### src/smig_pkg.sv
// Shared types, constants and helpers for the sphere mesh index generator.
// Depends on nothing; every other file in src imports it.
package smig_pkg;

    localparam int COUNT_W     = 16;
    localparam int PROD_W      = 2 * COUNT_W;
    localparam int CFG_INDEX_W = 8;

    typedef logic [COUNT_W-1:0]     count_t;
    typedef logic [CFG_INDEX_W-1:0] cfg_index_t;

    // Register indexes of the configuration channel
    localparam cfg_index_t CFG_AROUND = 8'd0;
    localparam cfg_index_t CFG_DOWN   = 8'd1;

    localparam count_t MIN_SEGMENTS   = 16'd2;
    localparam count_t RESET_SEGMENTS = 16'd16;
    localparam logic [PROD_W-1:0] PRODUCT_LIMIT = 32'd32767;

    // Effective mesh shape: counts, top pole index and base of the last ring
    typedef struct packed {
        count_t around;
        count_t down;
        count_t top;
        count_t low;
    } shape_t;

    // Shape for the reset configuration (16 x 16)
    localparam shape_t RESET_SHAPE = '{around: 16'd16, down: 16'd16,
                                       top: 16'd272, low: 16'd255};
    // Shape held before the first restart (2 x 2)
    localparam shape_t IDLE_SHAPE  = '{around: 16'd2, down: 16'd2,
                                       top: 16'd6, low: 16'd3};

    typedef struct packed {
        count_t first;
        count_t second;
        count_t third;
        logic   last;
        logic   exhausted;
    } tri_t;

    typedef enum logic [1:0] {
        SEC_RINGS = 2'b01,
        SEC_CAPS  = 2'b10
    } section_t;

    function automatic count_t clamp_count(input count_t value);
        clamp_count = (value < MIN_SEGMENTS) ? MIN_SEGMENTS : value;
    endfunction

endpackage

### src/sphere_mesh_index_generator_core.sv
// Top level of the sphere mesh index generator.
// Depends on smig_pkg, smig_shape, smig_walk and smig_skid.
//
// Streams the triangle index list of a latitude-longitude sphere, one
// triangle for each input transfer. A transfer with restart set latches the
// effective segment counts and yields the first triangle; later transfers
// yield the following ones: per ring the quad pairs ending with the wrap
// pair, then the top and bottom cap pairs, 2*X*Y triangles in all, the last
// one marked by m_tlast. Transfers past the end return zero indices with the
// exhausted flag set. Throughput is one triangle per clock while s_tready
// is high: the walker's counter update and index adds sit between the
// input handshake and a two-entry output buffer, so input is taken while
// a result waits. Writing either configuration register starts the count
// reduction (clamp to 2, then one multiply-compare-halve per cycle), which
// holds s_tready low; the new counts apply at the next restart.
module sphere_mesh_index_generator_core #(
    parameter int INDEX_BITS = 16
) (
    input  logic                          aclk,
    input  logic                          aresetn,
    // configuration write channel
    input  logic                          cfg_valid,
    output logic                          cfg_ready,
    input  smig_pkg::cfg_index_t          cfg_index,
    input  smig_pkg::count_t              cfg_data,
    // input stream
    input  logic                          s_tvalid,
    output logic                          s_tready,
    input  logic [7:0]                    s_tdata,   // [0] restart
    // result stream
    output logic                          m_tvalid,
    input  logic                          m_tready,
    output logic [((3*INDEX_BITS+7)/8)*8-1:0] m_tdata, // first, second, third index
    output logic                          m_tlast,   // last_triangle
    output logic [0:0]                    m_tuser    // [0] exhausted
);
    import smig_pkg::*;

    shape_t shape;
    tri_t   triangle;
    tri_t   out_tri;
    logic   shape_busy;
    logic   buf_ready;
    logic   step;

    // hold input while the count reduction runs or the buffer is full
    assign s_tready = buf_ready && !shape_busy;
    assign step     = s_tvalid && s_tready;

    smig_shape u_shape (
        .aclk      (aclk),
        .aresetn   (aresetn),
        .cfg_valid (cfg_valid),
        .cfg_ready (cfg_ready),
        .cfg_index (cfg_index),
        .cfg_data  (cfg_data),
        .busy      (shape_busy),
        .shape     (shape)
    );

    smig_walk u_walk (
        .aclk     (aclk),
        .aresetn  (aresetn),
        .step     (step),
        .restart  (s_tdata[0]),
        .shape    (shape),
        .triangle (triangle)
    );

    smig_skid u_skid (
        .aclk      (aclk),
        .aresetn   (aresetn),
        .in_valid  (step),
        .in_ready  (buf_ready),
        .in_data   (triangle),
        .out_valid (m_tvalid),
        .out_ready (m_tready),
        .out_data  (out_tri)
    );

    // pack indices from the lowest bits up; zero-fill to whole bytes
    always_comb begin
        m_tdata = '0;
        m_tdata[INDEX_BITS-1:0]              = INDEX_BITS'(out_tri.first);
        m_tdata[2*INDEX_BITS-1:INDEX_BITS]   = INDEX_BITS'(out_tri.second);
        m_tdata[3*INDEX_BITS-1:2*INDEX_BITS] = INDEX_BITS'(out_tri.third);
    end

    assign m_tlast    = out_tri.last;
    assign m_tuser[0] = out_tri.exhausted;

endmodule

### src/smig_shape.sv
// Configuration registers and effective segment count reduction.
// Depends on smig_pkg.
module smig_shape (
    input  logic                  aclk,
    input  logic                  aresetn,
    input  logic                  cfg_valid,
    output logic                  cfg_ready,
    input  smig_pkg::cfg_index_t  cfg_index,
    input  smig_pkg::count_t      cfg_data,
    output logic                  busy,
    output smig_pkg::shape_t      shape
);
    import smig_pkg::*;

    count_t            around_reg;
    count_t            down_reg;
    count_t            x_reg;
    count_t            y_reg;
    logic              busy_reg;
    shape_t            shape_reg;
    logic [PROD_W-1:0] prod;
    logic              over;
    count_t            top_calc;
    count_t            low_calc;

    assign cfg_ready = 1'b1;
    assign busy      = busy_reg;
    assign shape     = shape_reg;

    // one multiply and compare per cycle; halve both counts while too large
    assign prod     = PROD_W'(x_reg) * PROD_W'(y_reg);
    assign over     = prod > PRODUCT_LIMIT;
    assign top_calc = prod[COUNT_W-1:0] + y_reg;
    assign low_calc = top_calc - x_reg - 16'd1;

    always_ff @(posedge aclk) begin
        if (!aresetn) begin
            around_reg <= RESET_SEGMENTS;
            down_reg   <= RESET_SEGMENTS;
            busy_reg   <= 1'b0;
            shape_reg  <= RESET_SHAPE;
        end else if (cfg_valid) begin
            unique case (cfg_index)
                CFG_AROUND: begin
                    around_reg <= cfg_data;
                    x_reg      <= clamp_count(cfg_data);
                    y_reg      <= clamp_count(down_reg);
                    busy_reg   <= 1'b1;
                end
                CFG_DOWN: begin
                    down_reg <= cfg_data;
                    x_reg    <= clamp_count(around_reg);
                    y_reg    <= clamp_count(cfg_data);
                    busy_reg <= 1'b1;
                end
                default: begin
                end
            endcase
        end else if (busy_reg) begin
            if (over) begin
                x_reg <= x_reg >> 1;
                y_reg <= y_reg >> 1;
            end else begin
                shape_reg <= '{around: x_reg, down: y_reg, top: top_calc, low: low_calc};
                busy_reg  <= 1'b0;
            end
        end
    end

endmodule

### src/smig_walk.sv
// Triangle walker: run counters and the index arithmetic of one triangle.
// Depends on smig_pkg.
module smig_walk (
    input  logic              aclk,
    input  logic              aresetn,
    input  logic              step,
    input  logic              restart,
    input  smig_pkg::shape_t  shape,
    output smig_pkg::tri_t    triangle
);
    import smig_pkg::*;

    shape_t   eff_reg,  eff_cur;
    count_t   seg_reg,  seg_cur,  seg_next;
    count_t   ring_reg, ring_cur, ring_next;
    count_t   base_reg, base_cur, base_next;
    section_t sec_reg,  sec_cur,  sec_next;
    logic     half_reg, half_cur, half_next;
    logic     fin_reg,  fin_cur,  fin_next;

    count_t          pitch;
    count_t          cur;
    logic [COUNT_W:0] seg_inc;
    logic [COUNT_W:0] ring_inc2;
    logic            wrap;
    tri_t            tri_c;

    // restart applies the pending shape and zeroed counters to this item
    always_comb begin
        if (restart) begin
            eff_cur  = shape;
            seg_cur  = '0;
            ring_cur = '0;
            base_cur = '0;
            half_cur = 1'b0;
            fin_cur  = 1'b0;
            sec_cur  = (shape.down > 16'd1) ? SEC_RINGS : SEC_CAPS;
        end else begin
            eff_cur  = eff_reg;
            seg_cur  = seg_reg;
            ring_cur = ring_reg;
            base_cur = base_reg;
            half_cur = half_reg;
            fin_cur  = fin_reg;
            sec_cur  = sec_reg;
        end
    end

    assign pitch     = eff_cur.around + 16'd1;
    assign cur       = base_cur + seg_cur;
    assign seg_inc   = {1'b0, seg_cur} + 17'd1;
    assign ring_inc2 = {1'b0, ring_cur} + 17'd2;
    assign wrap      = seg_inc >= {1'b0, eff_cur.around};

    always_comb begin
        tri_c = '0;
        if (fin_cur) begin
            tri_c.exhausted = 1'b1;
        end else begin
            unique case (sec_cur)
                SEC_RINGS: begin
                    tri_c.first = cur + pitch;
                    if (!half_cur) begin
                        tri_c.second = cur;
                        tri_c.third  = cur + 16'd1;
                    end else begin
                        tri_c.second = cur + 16'd1;
                        tri_c.third  = cur + 16'd1 + pitch;
                    end
                end
                SEC_CAPS: begin
                    if (!half_cur) begin
                        tri_c.first  = eff_cur.top;
                        tri_c.second = seg_inc[COUNT_W-1:0];
                        tri_c.third  = seg_cur;
                    end else begin
                        tri_c.first  = eff_cur.low + seg_cur;
                        tri_c.second = wrap ? eff_cur.low
                                            : eff_cur.low + seg_inc[COUNT_W-1:0];
                        tri_c.third  = eff_cur.top + 16'd1;
                        tri_c.last   = wrap;
                    end
                end
                default: tri_c.exhausted = 1'b1;
            endcase
        end
    end

    assign triangle = tri_c;

    // advance after the second triangle of each pair
    always_comb begin
        seg_next  = seg_cur;
        ring_next = ring_cur;
        base_next = base_cur;
        sec_next  = sec_cur;
        half_next = half_cur;
        fin_next  = fin_cur;
        if (!tri_c.exhausted) begin
            half_next = !half_cur;
            if (half_cur) begin
                if (wrap) begin
                    seg_next = '0;
                    if (sec_cur == SEC_RINGS) begin
                        ring_next = seg_inc[COUNT_W-1:0] - seg_cur + ring_cur;
                        base_next = base_cur + pitch;
                        if (ring_inc2 >= {1'b0, eff_cur.down}) begin
                            sec_next = SEC_CAPS;
                        end
                    end else begin
                        fin_next = 1'b1;
                    end
                end else begin
                    seg_next = seg_inc[COUNT_W-1:0];
                end
            end
        end
    end

    always_ff @(posedge aclk) begin
        if (!aresetn) begin
            eff_reg  <= IDLE_SHAPE;
            seg_reg  <= '0;
            ring_reg <= '0;
            base_reg <= '0;
            sec_reg  <= SEC_RINGS;
            half_reg <= 1'b0;
            fin_reg  <= 1'b1;
        end else if (step) begin
            eff_reg  <= eff_cur;
            seg_reg  <= seg_next;
            ring_reg <= ring_next;
            base_reg <= base_next;
            sec_reg  <= sec_next;
            half_reg <= half_next;
            fin_reg  <= fin_next;
        end
    end

endmodule

### src/smig_skid.sv
// Two-entry output buffer (result register plus skid register) for triangles.
// Depends on smig_pkg.
module smig_skid (
    input  logic            aclk,
    input  logic            aresetn,
    input  logic            in_valid,
    output logic            in_ready,
    input  smig_pkg::tri_t  in_data,
    output logic            out_valid,
    input  logic            out_ready,
    output smig_pkg::tri_t  out_data
);
    import smig_pkg::*;

    tri_t out_reg;
    tri_t skid_reg;
    logic out_valid_reg;
    logic skid_valid_reg;
    logic take;

    assign in_ready  = !skid_valid_reg;
    assign out_valid = out_valid_reg;
    assign out_data  = out_reg;
    assign take      = in_valid && !skid_valid_reg;

    always_ff @(posedge aclk) begin
        if (!aresetn) begin
            out_valid_reg  <= 1'b0;
            skid_valid_reg <= 1'b0;
        end else if (take) begin
            if (out_valid_reg && !out_ready) begin
                skid_reg       <= in_data;
                skid_valid_reg <= 1'b1;
            end else begin
                out_reg       <= in_data;
                out_valid_reg <= 1'b1;
            end
        end else if (out_ready) begin
            if (skid_valid_reg) begin
                out_reg        <= skid_reg;
                skid_valid_reg <= 1'b0;
            end else begin
                out_valid_reg <= 1'b0;
            end
        end
    end

endmodule

### config.mk
export PLATFORM = sky130hd
export DESIGN_NAME = sphere_mesh_index_generator_core
export DESIGN_NICKNAME = d
export VERILOG_FILES = /design/src/smig_pkg.sv /design/src/sphere_mesh_index_generator_core.sv /design/src/smig_shape.sv /design/src/smig_walk.sv /design/src/smig_skid.sv
export SDC_FILE = /design/constraint.sdc
export NUM_CORES = 2
export LEC_CHECK = 0
export BUFFER_PORTS_ARGS = -buffer_cell sky130_fd_sc_hd__buf_2
export CAP_MARGIN = 40
export CORE_AREA = 3 3 262 264
export CTS_BUF_LIST = sky130_fd_sc_hd__clkbuf_2
export CTS_CLUSTER_SIZE = 24
export DETAILED_ROUTE_END_ITERATION = 10
export DIE_AREA = 0 0 265 267
export PLACE_DENSITY = 0.71
export SYNTH_ARGS = -nofsm -noshare
export SYNTH_HDL_FRONTEND = slang
export SYNTH_SLANG_ARGS = --single-unit
### constraint.sdc
create_clock -name aclk -period 25.6 [get_ports aclk]
set_input_delay 5.12 -clock aclk [delete_from_list [all_inputs] [get_ports aclk]]
set_output_delay 5.12 -clock aclk [all_outputs]
set_load 0.05 [all_outputs]
==> flow_summary.toml <==
[layout]
fillerInstances = 6291
final_cells = 4907
nets = 4476
drive_gt1_share_pct = 9.00
multi_input_area_sq_um = 22800
regArea_sq_um = 8270
fin_area_sq_um = 35200
syn_to_final_growth_pct = 6.42

[power_and_ir_drop]
power.total_mw = 1.29
p_comb_share_pct = 21.0
seqPwrFrac_pct = 45.9
pwr_density_cell_nw_per_um2 = 36.7
p_int_uw = 853
power.leakage_nw = 15.6
vdd.ir_drop.worst_mv = 0.0334
p_sw_share_pct = 34.0
netSwitchingPower_uw = 439
power_frac_clock_pct = 33.1

[synth]
ys_warn_count = 0
synth_mux_area_share_pct = 5.92
synthTopCellsByArea = "dfxtp_1 (13%), fa_1 (12%), edfxtp_1 (12%), ha_1 (10%), nand2_1 (6.4%)"
synth_top_family_by_area = "adder cells"
synth_xor_area_share_pct = 5.63
synth-compound-area-share_pct = 14.6
synth_adder_area_share_pct = 22.7
synth-edff-count = 132
ys.flop_type = "dfxtp_1"
syn_area_sq_um = 33100
yosysSeqAreaShare_pct = 25.0
syn-instance-count = 3932
synth_cell_types = 89
synth_top_area_cell = "dfxtp_1"
yosysTopAreaCellShare_pct = 13.0
syn-num-nets = 4448
synth-simple-area-share_pct = 19.8
synthArstFlopShare_pct = 0
ys_ff_latch = 347
syn_avg_cell_area_sq_um = 8.41

[critical_path]
crit_type = "in2reg"
slowest_delay_ns = 0.51
critPathBufInv = 7
cp_data_arrival_time_ns = 11.37
crit_path_start_kind = "input pin"
crit_path_frequent_cell = "buf_4"
slowest_stage = "o21ai_2"
cp_data_required_time_ns = 26.51
crit_path_max_fanout = 46
worstPathCellList = "buf_6 -> clkinv_1 -> buf_4 -> nand2_1 -> inv_1 -> ha_1 -> and3_1 -> and3_1 -> nand4_1 -> or2_2 -> xor2_1 -> nor2_1 -> ha_1 -> a21o_1 -> a221oi_1 -> nand3_1 -> a21oi_4 -> buf_4 -> nor3_1 -> buf_4 -> o21ai_2 -> buf_6 -> a22oi_1 -> nor2_1"
crit_family = "simple AND/OR/NAND/NOR gates"
endpoint_kind = "flip-flop"

[global_routing]
grt_pass1_vias = 27900
grt_max_degree = 72
grt_pass1_wl_mm = 153
antenna_found_initial = 2
grt_remaining_overflow = 0
grt_usage_pct = 27.3

[cts]
hold_buffers = 0
cts_tree = "yes"
clock_sinks = 347
htreeDepth = 3
cts-root-buf = "clkbuf_2"
cts_made_buffers = 93
clockBufferDepth = 3
cts_setup_buffers = 0
clkTransAtPathRegs_ns = 0.12
insertion_delay_ns = 1.18
cts_resized = 0

[die]
die_h_um = 267
io_pins = 90
initial_core_util_pct = 49.5
dieWidth_um = 265
core_area_sq_um = 66800
die_area_sq_um = 70800
rows = 95

[sta]
clock_skew_ns = 0.203
period_minus_slack_ns = 10.46
rsz0062_at_grt = "false"
period_share_pct = 40.8
setup_viol_count_final = 0
final_hold_viol_count = 0
max_freq_mhz = 95.6
max_slew_margin_pct = 32.5
hold_slack_ns = 0.436
fin_tns_setup_ns = 0
tightest_slew_ns = 1.01
slew_viol_final = 0

[flow_run]
cap_violations = 0

[placed_design]
gp_congestion = 0.934
numPortBuffers = 81
dp.cells = 4738
place_area_sq_um = 34300
dpl.hpwl_mm = 72.5

[route]
final_antenna_net_count = 0
dr_total_vias = 28900
viasPerCell = 5.88
routed_wl_mm = 97.6
first_pass_iters = 6
drcViolationCount = 0
routedWlPerCell_um = 19.9
drt_iter0_markers = 2263

[status]
outcome = "complete, no violations"

[hold_path]
min_path_type = "reg2reg"
[tightest hold or removal path: cells and delay by family, from the launching register on]
family	cells	cell delay [ns]
flops	1	0.37
simple gates	1	0.09
compound gates	1	0.05
[layout make-up]
type                       count  area share, %
sequential                   347           23.5
tap                          873           3.10
antenna                        2         0.0142
clock inverter                34          0.707
multi-input combinational   3054           64.8
clock buffer                 133           1.89
timing repair buffer         139           2.53
inverter                     325           3.48
[power by group through the flow]
stage | registers (mW) | logic (mW) | clock network (mW)
after floorplan | 0.619 | 0.180 | 0
after global placement | 0.605 | 0.263 | 0
after detailed placement | 0.605 | 0.267 | 0
after CTS | 0.592 | 0.268 | 0.440
after global routing | 0.594 | 0.296 | 0.466
final | 0.592 | 0.272 | 0.427
[cells by family (layout without fill, tap and decap cells)]
| kind of cell | count (synthesis) | after routing |
|---|---|---|
| DFF | 347 | 347 |
| and+or+nand+nor | 1439 | 1439 |
| adders and majority gates | 479 | 479 |
| xor gates and xnor gates | 211 | 211 |
| buffers and inverters | 531 | 631 |
| muxes | 191 | 191 |
| AOI/OAI and AO/OA | 733 | 733 |
| other | 1 | 3 |
[stage by stage]
step	util, %	setup slack (ns)
2_1_floorplan	-	14.31
3_3_place_gp	51.2	14.14
3_5_place_dp	51.3	14.23
4_1_cts	52.7	15.36
5_1_grt	52.7	14.95
6_report	52.7	15.15
[synth_stat cells, types with 44 or more instances]
cell,count
nand2_1,561
nor2_1,370
inv_1,323
ha_1,276
a21oi_1,220
dfxtp_1,215
fa_1,203
clkbuf_1,169
mux2i_1,163
xnor2_1,135
edfxtp_1,132
o21ai_0,113
and2_1,97
nand3_1,82
nor3_1,76
xor2_1,75
a211oi_1,71
nor2b_1,58
a21o_1,44
[per-layer routing]
layer	vias to the layer above	GRT usage, %	wire (um)
li1	13600	-	-
met1	13700	35.4	40400
met2	1201	44.6	44500
met3	287	4.81	8060
met4	2	12.7	4660
met5	-	0	13
[worst paths after layout]
kind	start	end	slack, ns	depth (start not counted)
max	s_tdata[0]	u_walk.ring_reg[9]	15.15	24
min	u_shape.shape[20]	u_walk.eff_reg[20]	0.44	2
min reg2reg	u_shape.shape[20]	u_walk.eff_reg[20]	0.44	2
max reg2reg	u_shape.y_reg[5]	u_shape.shape[15]	15.99	32
[cells in the final DEF, fill, tap and decap left out, types with 25 or more instances in the layout]
master,n
a31oi_1,25
edfxtp_1,132
nand2_1,559
xnor2_1,135
xor2_1,75
a21oi_1,218
inv_1,322
mux2_2,25
and2_1,96
nor2_1,369
o21ai_0,113
buf_2,80
nand3_1,82
nor2b_1,58
nand2b_1,35
a21o_1,44
and3_1,26
o211ai_1,29
buf_4,53
ha_1,276
mux2i_1,163
nor4_1,27
a211oi_1,71
dfxtp_1,215
or3_1,25
fa_1,203
nor3_1,75
clkbuf_2,133
a22oi_1,25
No activity file was read; power rests on OpenSTA's default activity.
